File: src/hdl/slt_pkg.sv
// ----------------------------------------------------------------------------
// slt_pkg
// Shared types and codes for the sorted list table.
// Holds the input and result words, the operation and status codes and the
// command and status bundles that pass between the controller and datapath.
// ----------------------------------------------------------------------------
package slt_pkg;

    // Default number of stored values.
    localparam int DEPTH_DEFAULT = 16;

    // Operation codes carried in the input word.
    localparam logic [1:0] FUNC_INSERT = 2'd0;
    localparam logic [1:0] FUNC_REMOVE = 2'd1;
    localparam logic [1:0] FUNC_SEARCH = 2'd2;

    // Status codes carried in the result word.
    localparam logic [1:0] ST_OK        = 2'd0;
    localparam logic [1:0] ST_NOT_FOUND = 2'd1;
    localparam logic [1:0] ST_EMPTY     = 2'd2;
    localparam logic [1:0] ST_FULL      = 2'd3;

    // Input word.
    typedef struct packed {
        logic [1:0]         func;
        logic signed [31:0] value;
    } in_word_t;

    // Result word.
    typedef struct packed {
        logic [1:0]         status;
        logic signed [31:0] found_value;
        logic [4:0]         entry_count;
    } out_word_t;

    // Which entry the memory read port looks at, relative to the index.
    typedef enum logic [1:0] {
        RD_BELOW = 2'd0,
        RD_AT    = 2'd1,
        RD_ABOVE = 2'd2
    } rd_sel_t;

    // Step applied to the index or the count.
    typedef enum logic [1:0] {
        STEP_HOLD = 2'd0,
        STEP_INC  = 2'd1,
        STEP_DEC  = 2'd2
    } step_t;

    // Commands from the controller to the datapath.
    typedef struct packed {
        logic       load;        // capture the value and set the index
        logic       load_top;    // index starts at the count, else at zero
        logic       rd_en;
        rd_sel_t    rd_sel;
        logic       wr_en;
        logic       wr_new;      // write the new value, else the word just read
        step_t      idx_step;
        step_t      cnt_step;
        logic       set_result;
        logic [1:0] status;
        logic       set_found;
    } slt_cmd_t;

    // Status from the datapath to the controller.
    typedef struct packed {
        logic cnt_zero;
        logic cnt_full;
        logic ge_hit;     // word read is not smaller than the value
        logic eq_hit;     // word read equals the value
        logic idx_one;
        logic idx_last;   // index is the last stored entry
        logic idx_last2;  // index is the last but one stored entry
    } slt_sts_t;

endpackage

File: src/hdl/sorted_list_table.sv
// ----------------------------------------------------------------------------
// sorted_list_table
// Ordered table of up to DEPTH signed 32-bit values.
// Each word inserts a value in ascending order, removes the first equal
// value or searches for one, and yields one result word.
//
//   Channel   Signals                  Handshake
//   --------  -----------------------  ---------------------------------------
//   input     item (func, value)       taken on a clock edge with start high
//                                      and busy low
//   result    result (status,          valid for one cycle while done is high;
//             found_value, entry_count) the receiver cannot stall it
//
// One item is worked on at a time. The read of the value memory is
// registered, so each visited entry takes a read step and then a compare
// or write step, for the scan of an insert, search or remove and for each
// entry that an insert or remove moves. A full, empty or unknown request
// goes straight to its result without touching the memory.
// Reset empties the table at once; no clearing pass is needed.
// ----------------------------------------------------------------------------
module sorted_list_table #(
    parameter int DEPTH = slt_pkg::DEPTH_DEFAULT
) (
    input  logic               clk,
    input  logic               rst_n,
    input  logic               start,
    output logic               busy,
    input  slt_pkg::in_word_t  item,
    output logic               done,
    output slt_pkg::out_word_t result
);
    import slt_pkg::*;

    slt_cmd_t cmd;
    slt_sts_t sts;

    // Sequencer.
    slt_controller u_ctrl (
        .clk   (clk),
        .rst_n (rst_n),
        .start (start),
        .func  (item.func),
        .sts   (sts),
        .cmd   (cmd),
        .busy  (busy),
        .done  (done)
    );

    // Storage and arithmetic.
    slt_datapath #(
        .DEPTH (DEPTH)
    ) u_dp (
        .clk    (clk),
        .rst_n  (rst_n),
        .value  (item.value),
        .cmd    (cmd),
        .sts    (sts),
        .result (result)
    );

endmodule

File: src/hdl/slt_datapath.sv
// ----------------------------------------------------------------------------
// slt_datapath
// Storage, index, count and result registers of the sorted list table.
// The values sit in a single-port-write, single-port-read memory with a
// registered read; the controller steps the index through it.
// ----------------------------------------------------------------------------
module slt_datapath #(
    parameter int DEPTH = slt_pkg::DEPTH_DEFAULT
) (
    input  logic              clk,
    input  logic              rst_n,
    input  logic signed [31:0] value,
    input  slt_pkg::slt_cmd_t cmd,
    output slt_pkg::slt_sts_t sts,
    output slt_pkg::out_word_t result
);
    import slt_pkg::*;

    localparam int AW = (DEPTH > 1) ? $clog2(DEPTH) : 1;
    localparam int CW = $clog2(DEPTH + 1);

    logic [31:0]        mem [DEPTH];
    logic signed [31:0] rd_data_reg;
    logic signed [31:0] value_reg;
    logic [CW-1:0]      idx_reg;
    logic [CW-1:0]      idx_next;
    logic [CW-1:0]      count_reg;
    logic [CW-1:0]      count_next;
    logic [1:0]         status_reg;
    logic signed [31:0] found_reg;
    logic [CW-1:0]      rd_addr;
    logic [31:0]        wr_data;
    logic [CW+4:0]      count_ext;

    // Read address relative to the index.
    always_comb
    begin
        unique case (cmd.rd_sel)
            RD_BELOW: rd_addr = idx_reg - CW'(1);
            RD_ABOVE: rd_addr = idx_reg + CW'(1);
            default:  rd_addr = idx_reg;
        endcase
    end

    assign wr_data = cmd.wr_new ? value_reg : rd_data_reg;

    // Value memory: one write and one registered read per cycle.
    always_ff @(posedge clk)
    begin
        if (cmd.wr_en)
        begin
            mem[idx_reg[AW-1:0]] <= wr_data;
        end
    end

    always_ff @(posedge clk)
    begin
        if (cmd.rd_en)
        begin
            rd_data_reg <= mem[rd_addr[AW-1:0]];
        end
    end

    // The value under operation is held for the whole item.
    always_ff @(posedge clk)
    begin
        if (cmd.load)
        begin
            value_reg <= value;
        end
    end

    // Index and count updates.
    always_comb
    begin
        if (cmd.load)
        begin
            idx_next = cmd.load_top ? count_reg : '0;
        end
        else
        begin
            unique case (cmd.idx_step)
                STEP_INC: idx_next = idx_reg + CW'(1);
                STEP_DEC: idx_next = idx_reg - CW'(1);
                default:  idx_next = idx_reg;
            endcase
        end

        unique case (cmd.cnt_step)
            STEP_INC: count_next = count_reg + CW'(1);
            STEP_DEC: count_next = count_reg - CW'(1);
            default:  count_next = count_reg;
        endcase
    end

    always_ff @(posedge clk or negedge rst_n)
    begin
        if (!rst_n)
        begin
            idx_reg   <= '0;
            count_reg <= '0;
        end
        else
        begin
            idx_reg   <= idx_next;
            count_reg <= count_next;
        end
    end

    // Result registers, set once per item by the controller.
    always_ff @(posedge clk)
    begin
        if (cmd.set_result)
        begin
            status_reg <= cmd.status;
            found_reg  <= cmd.set_found ? rd_data_reg : 32'sd0;
        end
    end

    // Status towards the controller.
    always_comb
    begin
        sts.cnt_zero  = (count_reg == '0);
        sts.cnt_full  = (count_reg == CW'(DEPTH));
        sts.ge_hit    = (rd_data_reg >= value_reg);
        sts.eq_hit    = (rd_data_reg == value_reg);
        sts.idx_one   = (idx_reg == CW'(1));
        sts.idx_last  = ((idx_reg + CW'(1)) == count_reg);
        sts.idx_last2 = ((idx_reg + CW'(2)) == count_reg);
    end

    // The reported count wraps at 32 entries.
    assign count_ext = {5'd0, count_reg};

    assign result.status      = status_reg;
    assign result.found_value = found_reg;
    assign result.entry_count = count_ext[4:0];

endmodule

File: src/hdl/slt_controller.sv
// ----------------------------------------------------------------------------
// slt_controller
// Sequencer of the sorted list table.
// Walks the datapath through the scan and shift steps of each operation and
// raises the result strobe for one cycle at the end.
// ----------------------------------------------------------------------------
module slt_controller (
    input  logic              clk,
    input  logic              rst_n,
    input  logic              start,
    input  logic [1:0]        func,
    input  slt_pkg::slt_sts_t sts,
    output slt_pkg::slt_cmd_t cmd,
    output logic              busy,
    output logic              done
);
    import slt_pkg::*;

    typedef enum logic [9:0] {
        S_IDLE     = 10'b00_0000_0001,
        S_INS_RD   = 10'b00_0000_0010,
        S_INS_CMP  = 10'b00_0000_0100,
        S_PUT      = 10'b00_0000_1000,
        S_FIND_RD  = 10'b00_0001_0000,
        S_FIND_CMP = 10'b00_0010_0000,
        S_SHIFT_RD = 10'b00_0100_0000,
        S_SHIFT_WR = 10'b00_1000_0000,
        S_DEC      = 10'b01_0000_0000,
        S_DONE     = 10'b10_0000_0000
    } state_t;

    state_t     state_reg;
    state_t     state_next;
    logic [1:0] op_reg;
    logic [1:0] op_next;

    // Next state and commands.
    always_comb
    begin
        state_next = state_reg;
        op_next    = op_reg;
        cmd        = '0;

        unique case (state_reg)
            S_IDLE:
            begin
                if (start)
                begin
                    cmd.load     = 1'b1;
                    cmd.load_top = (func == FUNC_INSERT);
                    op_next      = func;
                    unique case (func)
                        FUNC_INSERT:
                        begin
                            if (sts.cnt_full)
                            begin
                                cmd.set_result = 1'b1;
                                cmd.status     = ST_FULL;
                                state_next     = S_DONE;
                            end
                            else if (sts.cnt_zero)
                            begin
                                state_next = S_PUT;
                            end
                            else
                            begin
                                state_next = S_INS_RD;
                            end
                        end
                        FUNC_REMOVE, FUNC_SEARCH:
                        begin
                            if (sts.cnt_zero)
                            begin
                                cmd.set_result = 1'b1;
                                cmd.status     = ST_EMPTY;
                                state_next     = S_DONE;
                            end
                            else
                            begin
                                state_next = S_FIND_RD;
                            end
                        end
                        default:
                        begin
                            // An unknown operation changes nothing.
                            cmd.set_result = 1'b1;
                            cmd.status     = ST_OK;
                            state_next     = S_DONE;
                        end
                    endcase
                end
            end

            // Insert scans down from the top, moving words not smaller than the value up by one.
            S_INS_RD:
            begin
                cmd.rd_en  = 1'b1;
                cmd.rd_sel = RD_BELOW;
                state_next = S_INS_CMP;
            end

            S_INS_CMP:
            begin
                if (sts.ge_hit)
                begin
                    cmd.wr_en    = 1'b1;
                    cmd.idx_step = STEP_DEC;
                    state_next   = sts.idx_one ? S_PUT : S_INS_RD;
                end
                else
                begin
                    state_next = S_PUT;
                end
            end

            S_PUT:
            begin
                cmd.wr_en      = 1'b1;
                cmd.wr_new     = 1'b1;
                cmd.cnt_step   = STEP_INC;
                cmd.set_result = 1'b1;
                cmd.status     = ST_OK;
                state_next     = S_DONE;
            end

            // Remove and search scan up from the bottom for an equal word.
            S_FIND_RD:
            begin
                cmd.rd_en  = 1'b1;
                cmd.rd_sel = RD_AT;
                state_next = S_FIND_CMP;
            end

            S_FIND_CMP:
            begin
                if (sts.eq_hit)
                begin
                    if (op_reg == FUNC_SEARCH)
                    begin
                        cmd.set_result = 1'b1;
                        cmd.status     = ST_OK;
                        cmd.set_found  = 1'b1;
                        state_next     = S_DONE;
                    end
                    else
                    begin
                        state_next = sts.idx_last ? S_DEC : S_SHIFT_RD;
                    end
                end
                else if (sts.idx_last)
                begin
                    cmd.set_result = 1'b1;
                    cmd.status     = ST_NOT_FOUND;
                    state_next     = S_DONE;
                end
                else
                begin
                    cmd.idx_step = STEP_INC;
                    state_next   = S_FIND_RD;
                end
            end

            // Close the gap left by a removed word.
            S_SHIFT_RD:
            begin
                cmd.rd_en  = 1'b1;
                cmd.rd_sel = RD_ABOVE;
                state_next = S_SHIFT_WR;
            end

            S_SHIFT_WR:
            begin
                cmd.wr_en    = 1'b1;
                cmd.idx_step = STEP_INC;
                state_next   = sts.idx_last2 ? S_DEC : S_SHIFT_RD;
            end

            S_DEC:
            begin
                cmd.cnt_step   = STEP_DEC;
                cmd.set_result = 1'b1;
                cmd.status     = ST_OK;
                state_next     = S_DONE;
            end

            S_DONE:
            begin
                state_next = S_IDLE;
            end

            default:
            begin
                state_next = S_IDLE;
            end
        endcase
    end

    always_ff @(posedge clk or negedge rst_n)
    begin
        if (!rst_n)
        begin
            state_reg <= S_IDLE;
            op_reg    <= FUNC_INSERT;
        end
        else
        begin
            state_reg <= state_next;
            op_reg    <= op_next;
        end
    end

    assign busy = (state_reg != S_IDLE);
    assign done = (state_reg == S_DONE);

endmodule
File: config.mk
export PLATFORM = sky130hd
export DESIGN_NAME = sorted_list_table
export DESIGN_NICKNAME = d
export VERILOG_FILES = /design/src/hdl/slt_pkg.sv /design/src/hdl/sorted_list_table.sv /design/src/hdl/slt_datapath.sv /design/src/hdl/slt_controller.sv
export SDC_FILE = /design/constraint.sdc
export NUM_CORES = 1
export LEC_CHECK = 0
export ABC_AREA = 1
export BUFFER_PORTS_ARGS = -buffer_cell sky130_fd_sc_hd__clkbuf_2
export CAP_MARGIN = 20
export CORE_ASPECT_RATIO = 1.25
export CORE_MARGIN = 1.5
export CORE_UTILIZATION = 23
export DETAILED_ROUTE_END_ITERATION = 10
export GPL_TIMING_DRIVEN = 0
export HOLD_SLACK_MARGIN = 0.05
export PLACE_DENSITY = 0.35
export SYNTH_ARGS = -nofsm -noshare
export SYNTH_HDL_FRONTEND = slang
export SYNTH_SLANG_ARGS = --single-unit
File: constraint.sdc
create_clock -name clk -period 7.1 [get_ports clk]
set_clock_uncertainty 0.15 [all_clocks]
set_input_delay 1.065 -clock clk [delete_from_list [all_inputs] [get_ports clk]]
set_output_delay 1.065 -clock clk [all_outputs]
set_load 0.01 [all_outputs]
Word-level counts from Yosys, hierarchy flattened

Memory sizes are Yosys's and may differ from the RTL's. A register that Yosys moved wholly into a read port is not among the register bits.
Cells that the tools add are included.

Add/sub/neg operators: 5
Multipliers: 0
Divide/modulo/power cells: 0
$lt $le $gt $ge: 1
Eq/ne operators: 25
Shift-type cells: 0
Multiplexer cells: 42
Bitwise gates (word level): 0
Reductions and logical operators: 9

Operators by type and width:

| cell                   | number |
|---|---|
| $pmux W10 S8           | 1 |
| $mux W10               | 7 |
| $eq A32 B32 Y1         | 1 |
| $ge A32 B32 Y1         | 1 |
| $mux W32               | 1 |
| $pmux W10 S2           | 1 |
| $pmux W5 S2            | 2 |
| $mux W9                | 2 |
| $pmux W3 S3            | 2 |
| $mux W3                | 5 |
| $mux W4                | 3 |
| $add A5 B1 Y5 const B  | 2 |
| $eq A10 B1 Y1 const B  | 1 |
| $eq A10 B10 Y1 const B | 1 |
| $eq A10 B2 Y1 const B  | 1 |
| $eq A10 B3 Y1 const B  | 1 |
| $eq A10 B4 Y1 const B  | 1 |
| $eq A10 B5 Y1 const B  | 1 |
| $eq A10 B6 Y1 const B  | 1 |
| $eq A10 B7 Y1 const B  | 1 |
| $eq A10 B8 Y1 const B  | 1 |
| $eq A10 B9 Y1 const B  | 1 |
| $eq A2 B2 Y1 const B   | 5 |
| $eq A5 B5 Y1           | 2 |
| 21 further kinds       | 37 |

Register bits: 88
Latch bits: 0
Bits in writable memories: 512
Memory bits (read-only): 0
Bits of input ports: 37
Output and inout port bits: 41
Word-level logic and storage cells: 90
Memories: 1

Memories:

| name     | depth | width | rd ports | clocked after memory_dff | wr ports | RTL line           | text |
|---|---|---|---|---|---|---|---|
| u_dp.mem | 16    | 32    | 1        | 1                        | 1        | slt_datapath.sv:22 | `logic [31:0] mem [DEPTH];` |

Longest topological paths before layout

Gate-level depths: netlist (run 1).

Depth in word-level cells: 8
Gate-level depth with buffers: 21

By module

Synthesis (run 1) repeated with hierarchy kept, for this count alone.

Cells, all modules: 2669
Area, all modules: 28089.4 um2

By module, submodules not included:

| module         | instances | cells an instance | area each (um2) | sequential area each (um2) |
|---|---|---|---|---|
| slt_datapath   | 1         | 2532              | 27109.8         | 18567.8 |
| slt_controller | 1         | 137               | 979.7           | 301.5 |

Worst setup path after synthesis (run 1)

Ideal clock, no wire load.

Path type: reg-to-reg
Start point: register u_ctrl.state_reg[6]
End point: register u_dp.found_reg[0], enable pin
Arrival time: 4627 ps
Required time: 6478 ps
Setup slack: 1851 ps
Stages on the path, launching flop included: 10
Cell sequence: dfrtp_1 > nor2_2 > inv_1 > nor2_1 > inv_1 > nor3_4 > inv_1 > nor2_4 > clkinv_1 > o21ai_0

RTL lines:

| what                     | RTL line              | text |
|---|---|---|
| start: declaration       | slt_controller.sv:32  | `state_t state_reg;` |
| start signal: assignment | slt_controller.sv:207 | `state_reg <= state_next;` |
| end signal: assignment   | slt_datapath.sv:116   | `found_reg <= cmd.set_found ? rd_data_reg : 32'sd0;` |
| end: declaration         | slt_datapath.sv:30    | `logic signed [31:0] found_reg;` |

Final worst setup path (run 1)

Start point: register u_dp.rd_data_reg[7], read port of u_dp.mem
End point: memory u_dp.mem[1][21], enable pin

Longest elaborated chain between the ends: 5

Ends and longest elaborated chain:

| what                          | RTL line              | text |
|---|---|---|
| start: declaration            | slt_datapath.sv:23    | `logic signed [31:0] rd_data_reg;` |
| $ge A32 B32 Y1                | slt_datapath.sv:125   | `sts.ge_hit = (rd_data_reg >= value_reg);` |
| $mux W1                       | slt_controller.sv:104 | `if (sts.ge_hit)` |
| $pmux W1 S2                   | slt_controller.sv:44  | `unique case (state_reg)` |
| $mux W1                       | slt_datapath.sv:50    | `if (cmd.wr_en)` |
| $mux W1 (implied by the code) | slt_datapath.sv:52    | `mem[idx_reg[AW-1:0]] <= wr_data;` |
| end: declaration              | slt_datapath.sv:22    |  |

Every way passes these cells.

==> flow_metrics.env, run 1 <==
export IMPL_antenna_found_initial=2
export IMPL_initial_utilization=0.232
export IMPL_seq_area_frac_synth=0.689
export IMPL_switching_power_uw=5970
export IMPL_min_period_over_period=0.626
export IMPL_power_density_mw_per_mm2=432
export IMPL_drc=0
export IMPL_synthTopCellsByCount="edfxtp_1 (610), nand2_1 (442), inv_1 (374)"
export IMPL_cellInternalPower_uw=8280
export IMPL_slowest_stage="nor2_4"
export IMPL_grt_pass1_wl_mm=135
export IMPL_gp_congestion=0.819
export IMPL_routed_wl_mm=95.2
export IMPL_core_mm2=0.118
export IMPL_drive_gt1_frac=0.142
export IMPL_vias=18054
export IMPL_ff2ff_path_depth=13
export IMPL_hold_viol_final=0
export IMPL_r2r_slack_ns=2.66
export IMPL_post_cts_buffers=0
export IMPL_cts_sinks=632
export IMPL_fin_nets=2588
export IMPL_grt_pass1_vias=18316
export IMPL_yosys_area_top_type="edfxtp_1"
export IMPL_dr_first_iter_drc_count=1514
export IMPL_clk_pin_slew_ns=0.06
export IMPL_avgSynthCellArea_um2=11.9
export IMPL_num_rows=141
export IMPL_synthesis_nets=2382
export IMPL_synth_ff_type="edfxtp_1"
export IMPL_post_cts_resized_instances=0
export IMPL_die_h_um=389
export IMPL_yosys_top_cells_area="edfxtp_1 (67%), o211ai_1 (6.8%), nand2_1 (6.1%)"
export IMPL_rr_endpoint="u_dp.mem[1][21]"
export IMPL_synth_most_common_cell="edfxtp_1"
export IMPL_critPathMaxStageDelay_ns=0.74
export IMPL_ys_types=42
export IMPL_die_area_mm2=0.121
export IMPL_grt_overflow_total=0
export IMPL_first_pass_iters=5
export IMPL_tightest_slew_ns=1.04
export IMPL_p_leak_uw=0.0122
export IMPL_cts_max_level=3
export IMPL_crit_cells=13
export IMPL_fin_ws_ns=2.66
export IMPL_synth_ff_latch_count=632
export IMPL_placed_cell_area_mm2=0.0306
export IMPL_clock_latency_ns=0.65
export IMPL_ir_drop_mv=0.250
export IMPL_track_usage=0.156
export IMPL_worstSetupPathType="reg -> reg"
export IMPL_utilization=0.279
export IMPL_worst_path_max_fanout=17
export IMPL_setup_viol=0
export IMPL_cts_hold_buffers=0
export IMPL_seq_power_share=0.321
export IMPL_max_freq_mhz=225
export IMPL_largest_reg_flops=512
export IMPL_crit_arrival_ns=4.62
export IMPL_portBuffers=77
export IMPL_fill_cells=12286
export IMPL_async_flop_share=0.0348
export IMPL_cpMostUsedCell="nand2_1"
export IMPL_status="finished clean"
export IMPL_hpwlAfterDp_mm=66.9
export IMPL_slew_headroom=0.299
export IMPL_critPathLaunchType="register"
export IMPL_comb_power_share=0.411
export IMPL_crit_required_ns=7.28
export IMPL_synth_area_mm2=0.0274
export IMPL_areaGrowthSynthToFinish_pct=20.4
export IMPL_wl_per_cell_um=23.0
export IMPL_num_io_pins=78
export IMPL_top_layer="met4"
export IMPL_dr_wl_met2_mm=46.1
export IMPL_rsz0062_at_grt="no"
export IMPL_switching_share=0.419
export IMPL_cts_path_max_buffers=3
export IMPL_path_cells="ha_1 -> nand2_1 -> nor2_1 -> nand4_1 -> nor4_2 -> buf_4 -> nand2_1 -> nand3_2 -> nand2_1 -> nand3_1 -> nand2_1 -> nor2_4 -> buf_16"
export IMPL_cap_violations=0
export IMPL_endpoint="u_dp.mem[1][21]"
export IMPL_met1_length_mm=42.7
export IMPL_synth_edff_count=610
export IMPL_viasPerCell=4.36
export IMPL_grt_max_degree=23
export IMPL_dp_slack_ns=2.61
export IMPL_rr_startpoint="u_dp.rd_data_reg[7]"
export IMPL_synth_top_cell_area_share=0.668
export IMPL_crit_path_end_kind="register"
export IMPL_clock_root_buffer="clkbuf_16"
export IMPL_final_area_mm2=0.0330
export IMPL_slew_violations=0
export IMPL_synth_cells=2297
export IMPL_fin_setup_tns_ns=0
export IMPL_tritoncts="done"
export IMPL_hold_class="in -> async"
export IMPL_yosys_warnings=0
export IMPL_wl_met3_mm=4.31
export IMPL_fin_crit_ns=4.44
export IMPL_cts_inserted_buffers=77
export IMPL_clockPowerShare=0.268
export IMPL_worstSetupStartpoint="u_dp.rd_data_reg[7]"
export IMPL_crit_family="simple AND/OR/NAND/NOR gates"
export IMPL_ant_nets=0
export IMPL_die_w_um=312
export IMPL_crit_buf_inv=2
[cell families after synthesis]
group | synth area share
DFF | 0.689
AOI/OAI and AO/OA | 0.117
buffers and inverters | 0.0752
adders and majority gates | 0.0222
and+or+nand+nor | 0.0899
xor gates and xnor gates | 0.00708
[cells in the final DEF (no fill, tap or decap), drive strengths merged, types with 27 or more instances in the layout]
cell type | synthesis | final
inv | 379 | 382
nand3 | 49 | 49
nand2 | 446 | 446
nor2 | 79 | 79
clkbuf | 29 | 204
edfxtp | 610 | 610
buf | 87 | 137
clkinv | 1 | 35
ha | 47 | 47
o211ai | 249 | 249
o21a | 27 | 27
o21ai | 194 | 194
[power by group through the flow]
stage	Sequential [uW]	Clock (uW)	Combinational (uW)
3_5_place_dp	4660	0	5960
5_1_grt	4600	4060	6360
6_report	4580	3810	5860
2_1_floorplan	4650	0	3210
3_3_place_gp	4690	0	5860
4_1_cts	4580	3920	5990
[routing by layer]
| metal | vias to the layer above | track usage |
|---|---|---|
| li1 | 8420 | - |
| met1 | 9095 | 0.206 |
| met2 | 432 | 0.264 |
| met3 | 107 | 0.0223 |
| met4 | 0 | 0.0446 |
| met5 | - | 0 |
[worst min path at each step]
stage / start / end / slack [ns]
5_1_grt: rst_n / u_dp.count_reg[1] / 0.33
3_5_place_dp: u_ctrl.op_reg[0] / u_ctrl.op_reg[0] / 0.36
2_1_floorplan: u_ctrl.op_reg[0] / u_ctrl.op_reg[0] / 0.30
4_1_cts: rst_n / u_dp.count_reg[1] / 0.29
6_report: rst_n / u_ctrl.state_reg[7] / 0.29
3_3_place_gp: u_ctrl.op_reg[0] / u_ctrl.op_reg[0] / 0.32
[through the flow]
step | std cells | total power, uW | hold WS, ns
after global placement | 3947 | 10500 | 0.322
after floorplan | 2297 | 7860 | 0.304
after detailed placement | 3997 | 10600 | 0.355
final | 4140 | 14300 | 0.293
after global routing | 4138 | 15000 | 0.329
after CTS | 4138 | 14500 | 0.288
[cell type report]
cell class                 count  area [um^2]  area share
sequential                   632        18900       0.572
timing repair buffer         127         1070      0.0324
inverter                     380         1430      0.0432
buffer                       116          633      0.0192
antenna                        2         5.00    0.000152
clock inverter                43          322     0.00974
tap                         1573         1970      0.0596
clock buffer                  98         2070      0.0627
multi-input combinational   1169         6640       0.201
Power figures use the tool's default switching activity.
==> run 2: changes to the inputs <==
--- a/config.mk
+++ b/config.mk
@@ -5,7 +5,7 @@
 export SDC_FILE = /design/constraint.sdc
 export NUM_CORES = 1
 export LEC_CHECK = 0
-export ABC_AREA = 1
+export ABC_AREA = 0
 export BUFFER_PORTS_ARGS = -buffer_cell sky130_fd_sc_hd__clkbuf_2
 export CAP_MARGIN = 20
 export CORE_ASPECT_RATIO = 1.25
==> constraint.sdc (replaced) <==
create_clock -name clk -period 4.1 [get_ports clk]
set_clock_uncertainty 0.15 [all_clocks]
set_input_delay 0.615 -clock clk [delete_from_list [all_inputs] [get_ports clk]]
set_output_delay 0.615 -clock clk [all_outputs]
set_load 0.01 [all_outputs]
==> run 2 against run 1 <==
Flip-flop and latch count did not move. Worst hold slack got worse by 0.14 ns. Global-route usage fell by 1.3 points. Critical path type unchanged. Critical endpoint is now u_dp.found_reg[21]. Largest cell class unchanged.
==> flow_metrics.env, run 2 <==
export IMPL_status="finished clean"
export IMPL_setup_viol=0
export IMPL_slew_violations=0
export IMPL_grt_pass1_wl_mm=118
export IMPL_synthesis_nets=1744
export IMPL_first_pass_iters=5
export IMPL_grt_pass1_vias=15969
export IMPL_power_density_mw_per_mm2=717
export IMPL_yosys_top_cells_area="edfxtp_1 (69%), mux2i_1 (7.4%), mux2_2 (2.9%)"
export IMPL_drc=0
export IMPL_cts_sinks=632
export IMPL_crit_arrival_ns=4.35
export IMPL_avgSynthCellArea_um2=15.9
export IMPL_clockPowerShare=0.271
export IMPL_critPathLaunchType="register"
export IMPL_crit_path_end_kind="register"
export IMPL_synth_edff_count=610
export IMPL_synth_ff_type="edfxtp_1"
export IMPL_initial_utilization=0.232
export IMPL_grt_overflow_total=0
export IMPL_max_freq_mhz=246
export IMPL_cts_inserted_buffers=74
export IMPL_vias=15049
export IMPL_crit_family="simple AND/OR/NAND/NOR gates"
export IMPL_synth_area_mm2=0.0264
export IMPL_num_rows=138
export IMPL_tritoncts="done"
export IMPL_cellInternalPower_uw=14700
export IMPL_largest_reg_flops=512
export IMPL_switching_share=0.368
export IMPL_final_area_mm2=0.0324
export IMPL_synth_cells=1659
export IMPL_areaGrowthSynthToFinish_pct=22.7
export IMPL_cts_path_max_buffers=3
export IMPL_die_area_mm2=0.117
export IMPL_async_flop_share=0.0348
export IMPL_gp_congestion=0.768
export IMPL_track_usage=0.143
export IMPL_die_h_um=382
export IMPL_placed_cell_area_mm2=0.0293
export IMPL_place_inst=3247
export IMPL_final_cell_mix="edfxtp_1 (610), mux2i_1 (196), clkbuf_2 (91)"
export IMPL_clock_latency_ns=0.65
export IMPL_core_mm2=0.114
export IMPL_hold_class="in -> reg"
export IMPL_clock_root_buffer="clkbuf_16"
export IMPL_switching_power_uw=8560
export IMPL_rsz0062_at_grt="yes"
export IMPL_tightest_slew_ns=1.14
export IMPL_yosys_warnings=0
export IMPL_finalNonFillerCells=3435
export IMPL_synth_most_common_cell="edfxtp_1"
export IMPL_cts_max_level=3
export IMPL_ir_drop_mv=0.482
export IMPL_grt_max_degree=31
export IMPL_cap_violations=0
export IMPL_fin_nets=1998
export IMPL_min_period_over_period=0.992
export IMPL_routed_wl_mm=83.3
export IMPL_final_common_cell="edfxtp_1"
export IMPL_synth_ff_latch_count=632
export IMPL_seq_power_share=0.341
export IMPL_ant_nets=0
export IMPL_fin_crit_ns=4.07
export IMPL_hold_worst_slack_ns=0.151
export IMPL_slew_headroom=0.233
export IMPL_worst_path_max_fanout=10
export IMPL_hpwlAfterDp_mm=57.8
export IMPL_synthTopCellsByCount="edfxtp_1 (610), mux2i_1 (196), a21oi_1 (84)"
export IMPL_seq_area_frac_synth=0.715
export IMPL_drive_gt1_frac=0.203
export IMPL_path_cells="ha_1 -> nand4_1 -> nor4_1 -> nand3_1 -> nor3_2 -> buf_6 -> clkbuf_1 -> and2_1"
export IMPL_portBuffers=77
export IMPL_dr_first_iter_drc_count=918
export IMPL_hold_viol_final=0
export IMPL_viasPerCell=4.38
export IMPL_num_antenna_cells=0
export IMPL_antenna_found_initial=2
export IMPL_ys_types=59
export IMPL_synth_top_cell_area_share=0.694
export IMPL_p_leak_uw=0.0116
export IMPL_slowest_stage="nor4_1"
export IMPL_wl_per_cell_um=24.2
export IMPL_comb_power_share=0.388
export IMPL_critPathMaxStageDelay_ns=0.73
export IMPL_yosys_area_top_type="edfxtp_1"
export IMPL_worstSetupPathType="reg -> reg"
export IMPL_crit_buf_inv=2
export IMPL_fill_cells=11379
export IMPL_clk_pin_slew_ns=0.06
export IMPL_num_io_pins=78
export IMPL_die_w_um=306
export IMPL_crit_required_ns=4.38
[run 2: final cells by class]
| class | count | area (um^2) | share of cell area |
|---|---|---|---|
| plain buffers | 85 | 470 | 0.0145 |
| clock buffers | 95 | 1980 | 0.0612 |
| clock inverters | 33 | 283 | 0.00873 |
| inverters | 47 | 176 | 0.00545 |
| multi-input cells | 895 | 7090 | 0.219 |
| flip-flops and latches | 632 | 18900 | 0.582 |
| well taps | 1470 | 1840 | 0.0568 |
| repair buffers | 178 | 1680 | 0.0519 |
[run 2: per-stage QoR]
| stage | setup TNS (ns) | power, uW | worst slack [ns] | utilization |
|---|---|---|---|---|
| after floorplan | 0 | 13600 | 0.0994 | - |
| after global placement | -2244.58 | 17100 | -4.34 | 0.252 |
| after detailed placement | -503.42 | 17200 | -1.15 | 0.258 |
| after CTS | 0 | 23700 | 0.00264 | 0.284 |
| after global routing | -5.09 | 24500 | -0.0482 | 0.285 |
| final | 0 | 23200 | 0.0315 | 0.285 |
[run 2: repair_timing]
item	4_1_cts	5_1_grt
hold buffers	33	0
hold endpoints to repair	53	0
setup endpoints to repair	596	572
pin swaps	17	3
setup buffers	18	4
gates resized for setup	12	23
[run 2: cells by family (layout without fill, tap and decap cells)]
logic type	after synthesis	count (layout)	share of synthesized area
flops	632	632	0.715
compound gates	291	291	0.0729
simple gates	275	275	0.0568
mux	264	264	0.103
buf+inv	132	438	0.0237
fa+ha+maj	48	48	0.0230
xor+xnor	17	17	0.00564
[run 2: worst paths after layout]
check | depth (start not counted) | endpoint | startpoint | slack (ns)
worst max-delay path | 8 | u_dp.found_reg[21] | u_dp.rd_data_reg[27] | 0.03
worst min-delay path | 3 | u_ctrl.op_reg[0] | item[32] | 0.15
worst max register to register | 8 | u_dp.found_reg[21] | u_dp.rd_data_reg[27] | 0.03
worst min register to register | 2 | u_ctrl.op_reg[0] | u_ctrl.op_reg[0] | 0.33
max in group asynchronous | 2 | u_ctrl.state_reg[2] | rst_n | 2.99
min in group asynchronous | 2 | u_dp.idx_reg[1] | rst_n | 0.38
[run 2: tightest hold or removal path, delay by kind of cell]
family	cells	cell delay (ns)
AO/OA/AOI/OAI	1	0.10
buffers and inverters	2	0.18
[run 2: routing by layer]
| metal | GRT usage | vias up | routed length [um] |
|---|---|---|---|
| li1 | - | 6953 | - |
| met4 | 0.0424 | 2 | 1640 |
| met5 | 0 | - | 13 |
| met1 | 0.184 | 7720 | 37300 |
| met3 | 0.0216 | 87 | 2920 |
| met2 | 0.246 | 287 | 41400 |
[run 2: power groups by stage]
stage	sequential (uW)	combinational [uW]	clock (uW)
finish	7920	9020	6300
global route	7950	9790	6760
CTS	7930	9220	6530
detailed placement	8060	9120	0
global placement	8110	8980	0
floorplan	8040	5580	0
